**config.mk**
```make
export PLATFORM = sky130hd
export DESIGN_NAME = typed_parameter_table_get_set
export DESIGN_NICKNAME = d
export VERILOG_FILES = /design/src/rtl/tpt_pkg.sv /design/src/rtl/tpt_cell.sv /design/src/rtl/tpt_check.sv /design/src/rtl/typed_parameter_table_get_set.sv
export SDC_FILE = /design/constraint.sdc
export NUM_CORES = 2
export LEC_CHECK = 0
export ABC_AREA = 0
export BUFFER_PORTS_ARGS = -buffer_cell sky130_fd_sc_hd__buf_4
export CAP_MARGIN = 0
export CORE_ASPECT_RATIO = 1.25
export CORE_MARGIN = 5
export CORE_UTILIZATION = 29
export DETAILED_ROUTE_END_ITERATION = 6
export SLEW_MARGIN = 0
export SYNTH_ARGS = -nofsm -noshare
export SYNTH_HDL_FRONTEND = slang
export SYNTH_SLANG_ARGS = --single-unit
```
**constraint.sdc**
```tcl
create_clock -name clk_i -period 9.7 [get_ports clk_i]
set_input_delay 1.94 -clock clk_i [delete_from_list [all_inputs] [get_ports clk_i]]
set_output_delay 1.94 -clock clk_i [all_outputs]
set_load 0.05 [all_outputs]
```
**src/rtl/tpt_pkg.sv**
```systemverilog
package tpt_pkg;

  localparam int unsigned CmdW   = 2;
  localparam int unsigned RidW   = 16;
  localparam int unsigned LenW   = 10;
  localparam int unsigned PidW   = 16;
  localparam int unsigned VtypeW = 8;
  localparam int unsigned WordW  = 32;
  localparam int unsigned TypeW  = 2;
  localparam int unsigned ErrW   = 3;
  localparam int unsigned KindW  = 2;
  localparam int unsigned CntW   = 5;
  localparam int unsigned AddrW  = 3;

  localparam logic [AddrW-1:0] ADDR_ACTIVE = 3'd0;

  localparam logic [CmdW-1:0] CMD_DEFINE = 2'd0;
  localparam logic [CmdW-1:0] CMD_GET    = 2'd1;
  localparam logic [CmdW-1:0] CMD_SET    = 2'd2;

  localparam logic [TypeW-1:0] TYPE_F32  = 2'd0;
  localparam logic [TypeW-1:0] TYPE_I32  = 2'd1;
  localparam logic [TypeW-1:0] TYPE_U32  = 2'd2;
  localparam logic [TypeW-1:0] TYPE_BOOL = 2'd3;

  localparam logic [KindW-1:0] KIND_VALUE = 2'd0;
  localparam logic [KindW-1:0] KIND_ACK   = 2'd1;
  localparam logic [KindW-1:0] KIND_NACK  = 2'd2;

  localparam logic [ErrW-1:0] ERR_UNKNOWN  = 3'd0;
  localparam logic [ErrW-1:0] ERR_READONLY = 3'd1;
  localparam logic [ErrW-1:0] ERR_TYPE     = 3'd2;
  localparam logic [ErrW-1:0] ERR_INVALID  = 3'd3;
  localparam logic [ErrW-1:0] ERR_RANGE    = 3'd4;

  localparam logic [LenW-1:0] GetMinLen  = 10'd2;
  localparam logic [LenW-1:0] SetMinLen  = 10'd3;
  localparam logic [LenW-1:0] BoolNeedLen = 10'd4;
  localparam logic [LenW-1:0] WordNeedLen = 10'd7;

  // one slot's contents
  typedef struct packed {
    logic [PidW-1:0]  id;
    logic [TypeW-1:0] vtype;
    logic             writable;
    logic             has_lower;
    logic             has_upper;
    logic [WordW-1:0] lower;
    logic [WordW-1:0] upper;
    logic [WordW-1:0] value;
  } entry_t;

  // token travelling down the chain during a search
  typedef struct packed {
    logic             valid;
    logic             found;
    logic [PidW-1:0]  pid;
    entry_t           hit;
  } probe_t;

  // a <  b under the given type
  function automatic logic typed_less(logic [TypeW-1:0] t, logic [WordW-1:0] a,
                                      logic [WordW-1:0] b);
    logic a_zero, b_zero, a_nan, b_nan, res;
    a_zero = (a[30:0] == '0);
    b_zero = (b[30:0] == '0);
    a_nan  = (a[30:23] == 8'hff) && (a[22:0] != '0);
    b_nan  = (b[30:23] == 8'hff) && (b[22:0] != '0);
    if (t == TYPE_F32) begin
      if (a_nan || b_nan || (a_zero && b_zero)) res = 1'b0;
      else if (a[31] != b[31]) res = a[31];
      else if (a[31]) res = a[30:0] > b[30:0];
      else res = a[30:0] < b[30:0];
    end else if (t == TYPE_I32) begin
      res = {~a[31], a[30:0]} < {~b[31], b[30:0]};
    end else begin
      res = a < b;
    end
    return res;
  endfunction

endpackage

```
**src/rtl/tpt_cell.sv**
```systemverilog
module tpt_cell
  import tpt_pkg::*;
#(
  parameter int unsigned Index = 0,
  parameter int unsigned IdxW  = 4
) (
  input  logic            clk_i,
  input  logic            rst_ni,
  input  logic            wr_i,
  input  logic [IdxW-1:0] wr_slot_i,
  input  entry_t          wr_entry_i,
  input  logic            wr_value_i,
  input  logic [WordW-1:0] value_i,
  input  logic            active_i,
  input  probe_t          probe_i,
  output probe_t          probe_o
);

  entry_t          entry_q;
  entry_t          carry_q;
  logic [PidW-1:0] pid_q;
  logic            valid_q, found_q, hit_q;
  logic            match;

  always_ff @(posedge clk_i) begin
    if (wr_i && wr_slot_i == IdxW'(Index)) begin
      entry_q.id        <= wr_entry_i.id;
      entry_q.vtype     <= wr_entry_i.vtype;
      entry_q.writable  <= wr_entry_i.writable;
      entry_q.has_lower <= wr_entry_i.has_lower;
      entry_q.has_upper <= wr_entry_i.has_upper;
      entry_q.lower     <= wr_entry_i.lower;
      entry_q.upper     <= wr_entry_i.upper;
    end
    // the cell that matched the last search takes the stored value
    if (wr_value_i && hit_q) begin
      entry_q.value <= value_i;
    end
  end

  assign match = probe_i.valid && !probe_i.found && active_i && entry_q.id == probe_i.pid;

  always_ff @(posedge clk_i or negedge rst_ni) begin
    if (!rst_ni) begin
      valid_q <= 1'b0;
      found_q <= 1'b0;
      hit_q   <= 1'b0;
    end else begin
      valid_q <= probe_i.valid;
      found_q <= probe_i.found || match;
      if (probe_i.valid) hit_q <= match;
    end
  end

  always_ff @(posedge clk_i) begin
    pid_q   <= probe_i.pid;
    carry_q <= match ? entry_q : probe_i.hit;
  end

  assign probe_o = '{valid: valid_q, found: found_q, pid: pid_q, hit: carry_q};

endmodule

```
**src/rtl/tpt_check.sv**
```systemverilog
module tpt_check
  import tpt_pkg::*;
(
  input  logic [CmdW-1:0]   cmd_i,
  input  logic [LenW-1:0]   len_i,
  input  logic [VtypeW-1:0] vtype_i,
  input  logic [WordW-1:0]  vbits_i,
  input  probe_t            probe_i,
  output logic              emit_o,
  output logic              store_o,
  output logic [KindW-1:0]  kind_o,
  output logic [TypeW-1:0]  type_o,
  output logic [WordW-1:0]  value_o,
  output logic [ErrW-1:0]   err_o
);

  entry_t           e;
  logic [WordW-1:0] v;
  logic             is_bool, low_bad, up_bad;

  assign e       = probe_i.hit;
  assign is_bool = e.vtype == TYPE_BOOL;
  assign v       = is_bool ? {24'd0, vbits_i[7:0]} : vbits_i;
  assign low_bad = e.has_lower && typed_less(e.vtype, v, e.lower);
  assign up_bad  = e.has_upper && typed_less(e.vtype, e.upper, v);

  always_comb begin
    emit_o  = 1'b0;
    store_o = 1'b0;
    kind_o  = KIND_NACK;
    type_o  = '0;
    value_o = '0;
    err_o   = ERR_UNKNOWN;
    if (cmd_i == CMD_GET && len_i >= GetMinLen) begin
      emit_o = 1'b1;
      if (probe_i.found) begin
        kind_o  = KIND_VALUE;
        type_o  = e.vtype;
        value_o = e.value;
      end
    end else if (cmd_i == CMD_SET && len_i >= SetMinLen) begin
      emit_o = 1'b1;
      if (!probe_i.found) err_o = ERR_UNKNOWN;
      else if (!e.writable) err_o = ERR_READONLY;
      else if (vtype_i != VtypeW'(e.vtype)) err_o = ERR_TYPE;
      else if (len_i < (is_bool ? BoolNeedLen : WordNeedLen)) err_o = ERR_INVALID;
      else if (is_bool && vbits_i[7:1] != '0) err_o = ERR_INVALID;
      else if (e.vtype == TYPE_F32 && v[30:23] == 8'hff) err_o = ERR_INVALID;
      else if (!is_bool && (low_bad || up_bad)) err_o = ERR_RANGE;
      else begin
        store_o = 1'b1;
        kind_o  = KIND_ACK;
        type_o  = e.vtype;
        value_o = v;
      end
    end
  end

endmodule

```
**src/rtl/typed_parameter_table_get_set.sv**
```systemverilog
// typed parameter table, get and set requests
// input stream s_axis_*: one request item per handshake; tuser carries the
// command (define, get or set), tdata the request fields.
// output stream m_axis_*: zero or one reply item per request; tuser carries
// the reply kind.
// apb port: register 0 at address 0 is active_entries (slots searched).
// a get or set travels as a token down a chain of TABLE_SLOTS cells, one
// cell per cycle; the first active cell with the id latches its entry.
// one item is in flight at a time: after a get or set the next item is
// accepted once its token has left the chain and its reply is taken; a
// dropped request frees the input once its token has left the chain. a
// define item writes its slot in the accept cycle, so defines go one per
// cycle while no search or reply is pending, and give no reply.
// reset clears control state and active_entries; table contents stay
// undefined until defined.
// when the receiver stalls the reply is held in the output register and
// no new item is accepted until it is taken.
module typed_parameter_table_get_set
  import tpt_pkg::*;
#(
  parameter int unsigned TABLE_SLOTS = 16
) (
  input  logic         clk_i,
  input  logic         rst_ni,
  input  logic         s_axis_tvalid,
  output logic         s_axis_tready,
  // cmd
  input  logic [1:0]   s_axis_tuser,
  // request tag, byte count, slot, parameter id, value type, value bits,
  // writable, has lower, has upper, lower bound, upper bound; 7 pad bits
  input  logic [159:0] s_axis_tdata,
  output logic         m_axis_tvalid,
  input  logic         m_axis_tready,
  // reply kind
  output logic [1:0]   m_axis_tuser,
  // reply tag, reply id, reply type, reply value, error code; 3 pad bits
  output logic [71:0]  m_axis_tdata,
  input  logic         psel,
  input  logic         penable,
  input  logic         pwrite,
  input  logic [2:0]   paddr,
  input  logic [31:0]  pwdata,
  output logic [31:0]  prdata,
  output logic         pready
);

  localparam int unsigned IdxW = (TABLE_SLOTS > 1) ? $clog2(TABLE_SLOTS) : 1;
  localparam int unsigned SlotW = 4;

  logic [CmdW-1:0]   in_cmd;
  logic [RidW-1:0]   in_rid;
  logic [LenW-1:0]   in_len;
  logic [SlotW-1:0]  in_slot;
  logic [PidW-1:0]   in_pid;
  logic [VtypeW-1:0] in_vtype;
  logic [WordW-1:0]  in_vbits;
  entry_t            def_entry;

  assign in_cmd   = s_axis_tuser;
  assign in_rid   = s_axis_tdata[15:0];
  assign in_len   = s_axis_tdata[25:16];
  assign in_slot  = s_axis_tdata[29:26];
  assign in_pid   = s_axis_tdata[45:30];
  assign in_vtype = s_axis_tdata[53:46];
  assign in_vbits = s_axis_tdata[85:54];

  assign def_entry.id        = in_pid;
  assign def_entry.vtype     = in_vtype[1:0];
  assign def_entry.writable  = s_axis_tdata[86];
  assign def_entry.has_lower = s_axis_tdata[87];
  assign def_entry.has_upper = s_axis_tdata[88];
  assign def_entry.lower     = s_axis_tdata[120:89];
  assign def_entry.upper     = s_axis_tdata[152:121];
  assign def_entry.value     = '0;

  logic [CntW-1:0] active_q;
  assign pready = 1'b1;
  assign prdata = {27'd0, active_q};

  always_ff @(posedge clk_i or negedge rst_ni) begin
    if (!rst_ni) active_q <= '0;
    else if (psel && penable && pwrite && paddr == ADDR_ACTIVE) active_q <= pwdata[CntW-1:0];
  end

  logic             busy_q, busy_d;
  logic [CmdW-1:0]  cmd_q;
  logic [RidW-1:0]  rid_q;
  logic [LenW-1:0]  len_q;
  logic [PidW-1:0]  pid_q;
  logic [VtypeW-1:0] vtype_q;
  logic [WordW-1:0] vbits_q;
  logic             in_fire, def_ok;
  probe_t           chain [TABLE_SLOTS+1];
  logic             done;

  assign s_axis_tready = !busy_q && !m_axis_tvalid;
  assign in_fire = s_axis_tvalid && s_axis_tready;
  assign def_ok  = in_fire && in_cmd == CMD_DEFINE && 32'(in_slot) < TABLE_SLOTS;

  assign chain[0] = '{valid: in_fire && (in_cmd == CMD_GET || in_cmd == CMD_SET),
                      found: 1'b0, pid: in_pid, hit: def_entry};
  assign done = chain[TABLE_SLOTS].valid;

  logic             store;
  logic             emit;
  logic [KindW-1:0] kind;
  logic [TypeW-1:0] rtype;
  logic [WordW-1:0] rvalue;
  logic [ErrW-1:0]  err;

  for (genvar g = 0; g < TABLE_SLOTS; g++) begin : g_cell
    tpt_cell #(.Index(g), .IdxW(IdxW)) u_cell (
      .clk_i,
      .rst_ni,
      .wr_i           (def_ok),
      .wr_slot_i      (IdxW'(in_slot)),
      .wr_entry_i     (def_entry),
      .wr_value_i     (store && done),
      .value_i        (rvalue),
      .active_i       (32'(active_q) > g),
      .probe_i        (chain[g]),
      .probe_o        (chain[g+1])
    );
  end

  tpt_check u_check (
    .cmd_i  (cmd_q),
    .len_i  (len_q),
    .vtype_i(vtype_q),
    .vbits_i(vbits_q),
    .probe_i(chain[TABLE_SLOTS]),
    .emit_o (emit),
    .store_o(store),
    .kind_o (kind),
    .type_o (rtype),
    .value_o(rvalue),
    .err_o  (err)
  );

  always_comb begin
    busy_d = busy_q;
    if (chain[0].valid) busy_d = 1'b1;
    else if (done) busy_d = 1'b0;
  end

  always_ff @(posedge clk_i or negedge rst_ni) begin
    if (!rst_ni) begin
      busy_q        <= 1'b0;
      m_axis_tvalid <= 1'b0;
    end else begin
      busy_q <= busy_d;
      if (done && emit) m_axis_tvalid <= 1'b1;
      else if (m_axis_tready) m_axis_tvalid <= 1'b0;
    end
  end

  always_ff @(posedge clk_i) begin
    if (in_fire) begin
      cmd_q   <= in_cmd;
      rid_q   <= in_rid;
      len_q   <= in_len;
      pid_q   <= in_pid;
      vtype_q <= in_vtype;
      vbits_q <= in_vbits;
    end
    if (done && emit) begin
      m_axis_tuser <= kind;
      m_axis_tdata <= {3'b0, err, rvalue, rtype, pid_q, rid_q};
    end
  end

  assert property (@(posedge clk_i) disable iff (!rst_ni)
    in_fire |-> !busy_q)
    else $error("item accepted while search in flight");
  assert property (@(posedge clk_i) disable iff (!rst_ni)
    done |-> busy_q)
    else $error("search token without a pending item");
  assert property (@(posedge clk_i) disable iff (!rst_ni)
    (m_axis_tvalid && !m_axis_tready) |=> m_axis_tvalid)
    else $error("reply dropped under stall");
  assert property (@(posedge clk_i) disable iff (!rst_ni)
    (done && emit) |=> m_axis_tvalid)
    else $error("reply not presented");

endmodule
```
==> qor.yml <==
status:
  status: "complete, no violations"
placed_design:
  portBuffers: 247
  place_area_sq_um: 134800
  dp_slack_ns: 3.791
  gp_congestion: 0.8397
  hpwl_um: 164400
  place_inst: 12620
pwr:
  power.total_mw: 33.72
  power_density_nw_per_um2: 229.0
  leakagePower_nw: 52.25
  vdd_drop_max_v: 0.0001528
worst_setup_path:
  crit_required_ns: 10.18
  start_kind: "flip-flop"
  worstSetupPathType: "reg2reg"
  endpoint_kind: "flip-flop"
  cp_max_fo: 36
  cp.arrival_ns: 6.35
global_route:
  grt.met1_usage: 0.1489
  gr-usage-met3: 0.02157
  grt_max_degree: 104
  gr-usage-all-layers: 0.1174
  busiest_layer: "met2"
  grtUsageMet2: 0.2026
  grt_pass1_vias: 60120
  antenna_found_initial: 41
  grt_pass1_wl_um: 396900
  grt_overflow: 0
route:
  wl_per_cell_um: 20.12
  vias_per_cell: 4.229
  wl_um: 267800
  vias: 56280
  antenna_left: 0
  drt_first_pass_iters: 5
  drt_iter0_markers: 3601
  remaining_drc_errors: 0
die:
  row_count: 270
  core_sq_um: 431700
  die-area_sq_um: 445600
  start_util: 0.2904
  fp.dieH_um: 745.1
  die_x_um: 598.1
  boundaryPins: 313
timing:
  tns_ns: 0
  tightestPinTransition_ns: 1.315
  max_freq_ghz: 0.1703
  skew_ns: 0.08901
  relSlewSlack: 0.1180
  slew_violations: 0
  period_minus_slack_ns: 5.871
  setup_viol: 0
  worst_slack_ns: 3.829
  post-route-period-util: 0.6052
  timing.hold.ws_ns: 0.3503
  final-hold-violation-count: 0
  rsz0062_at_grt: "false"
synth:
  ys_seq_elements: 3938
  synth_top_area_cell: "edfxtp_1"
  ys_async_sr_fraction: 0.01397
  ys_warn_count: 0
  ys_seq_area_frac: 0.7929
  avgSynthCellArea_sq_um: 18.58
  yosys.cell_types.count: 67
  yosysTopAreaCellShare: 0.4855
  synth_cells: 6748
  synth_area_sq_um: 125400
  synth_edf_count: 2027
  synthFlopType: "edfxtp_1"
  yosys-top-cells-area: "edfxtp_1 49%, dfxtp_1 30%, mux2_2 14%, dfrtp_1 1.1%, xor2_1 1.1%"
clocking:
  clkTransAtPathRegs_ns: 0.06
  postCtsHoldBufs: 0
  clk_path_buf_depth: 4
  cts_resized: 0
  cts_tree: "yes"
  cts-root-buf: "clkbuf_16"
  h-tree-depth: 5
  clock_sinks: 3938
  post_cts_buffers: 0
  clock_latency_ns: 0.97
  cts_inserted_buffers: 366
flow_run:
  drv_cap: 0
cells_and_area:
  nFillCells: 40520
  final_cell_area_sq_um: 147200
  layout.cells.most_common: "edfxtp_1"
  final_cells: 13310
  syn2layout_area_growth_pct: 17.45
  fin_util: 0.3410
  final_cell_mix: "2,027 x edfxtp_1, 1,856 x dfxtp_1, 1,589 x mux2_2"
  final_nets: 7543
  drive_gt1_frac: 0.3440
min_path:
  hold_path_class: "reg2reg"
[sequential cells by signal (all words and copies together) (netlist names)]
| register | count |
|---|---|
| cmd_q | 2 |
| pid_q | 16 |
| g_cell.u_cell.found_q | 16 |
| rid_q | 16 |
| g_cell.u_cell.entry_q | 1872 |
| g_cell.u_cell.pid_q | 240 |
| len_q | 10 |
| active_q | 5 |
| g_cell.u_cell.valid_q | 16 |
| vtype_q | 8 |
| g_cell.u_cell.hit_q | 16 |
| m_axis_tuser | 2 |
| busy_q | 1 |
| m_axis_tdata | 69 |
| m_axis_tvalid | 1 |
| vbits_q | 32 |
| g_cell.u_cell.probe_o | 1616 |
[cells in the mapped netlist (43+ instances only)]
library cell	instances
buf_2	82
nand4_1	43
buf_4	43
xor2_1	155
clkbuf_1	84
xnor2_1	97
nand2_1	99
inv_1	96
dfrtp_1	55
ha_1	68
mux2_2	1589
edfxtp_1	2027
dfxtp_1	1856
nor4_1	64
[worst paths after layout]
kind                                                  startpoint                               endpoint  slack [ns]  cells after the start
setup / recovery           g_cell[15].u_cell.probe_o[99]$_DFF_P_  g_cell[8].u_cell.entry_q[2]$_DFFE_PP_        3.83                     15
hold / removal                 g_cell[5].u_cell.pid_q[8]$_DFF_P_      g_cell[6].u_cell.pid_q[8]$_DFF_P_        0.35                      0
setup reg to reg           g_cell[15].u_cell.probe_o[99]$_DFF_P_  g_cell[8].u_cell.entry_q[2]$_DFFE_PP_        3.83                     15
hold reg to reg                g_cell[5].u_cell.pid_q[8]$_DFF_P_      g_cell[6].u_cell.pid_q[8]$_DFF_P_        0.35                      0
max in group asynchronous                                 rst_ni    g_cell[15].u_cell.valid_q$_DFF_PN0_        7.98                      1
min in group asynchronous                                 rst_ni              m_axis_tvalid$_DFFE_PN0P_        1.09                      1
[kinds of logic (layout without fill, tap and decap cells)]
family | after synthesis | count (layout) | share of synthesized area
compound gates | 146 | 146 | 0.008314
mux | 1589 | 1589 | 0.1427
xor+xnor | 252 | 252 | 0.01761
fa+ha+maj | 68 | 68 | 0.006787
other cells | 2 | 39 | 0.00005991
simple gates | 428 | 428 | 0.01945
flops | 3938 | 3938 | 0.7929
buf+inv | 325 | 1135 | 0.01214
[worst max-delay path, cell delays in order (launching register included)]
cell and delay [ns]:
dfxtp_1 0.60, nand2_1 0.10, buf_4 0.25, nand2_1 0.42
inv_1 0.13, ha_1 0.34, a21oi_1 0.15, o22ai_1 0.11
or3_1 0.32, or4_1 0.46, a211o_1 0.28, a311o_1 0.39
o31ai_4 0.06, buf_4 0.39, buf_4 0.74, o21ai_1 0.58
[metal layers]
metal  vias to the layer above  share of wire
li1                      25760              -
met1                     28980           0.43
met2                      1098           0.49
met3                       424          0.051
met4                        16          0.032
met5                         -        0.00029
[area by class of cell]
cell class,instances,area [sq um],area share
Clock buffer,527,10610,0.07205
Tap cell,5712,7147,0.04854
Timing Repair Buffer,354,2795,0.01898
Inverter,97,364.1,0.002473
Multi-Input combinational cell,2514,25050,0.1702
Antenna cell,8,20.02,0.0001360
Sequential cell,3938,99400,0.6751
Clock inverter,157,1847,0.01254
[report_power, final]
group	leakage (nW)	switching, mW	internal [mW]
clock network	6.10	6.10	8.47
logic	11.7	0.657	0.372
registers	34.5	0.225	17.9
total	52.2	6.98	26.7
No activity file was read; power rests on OpenSTA's default activity.
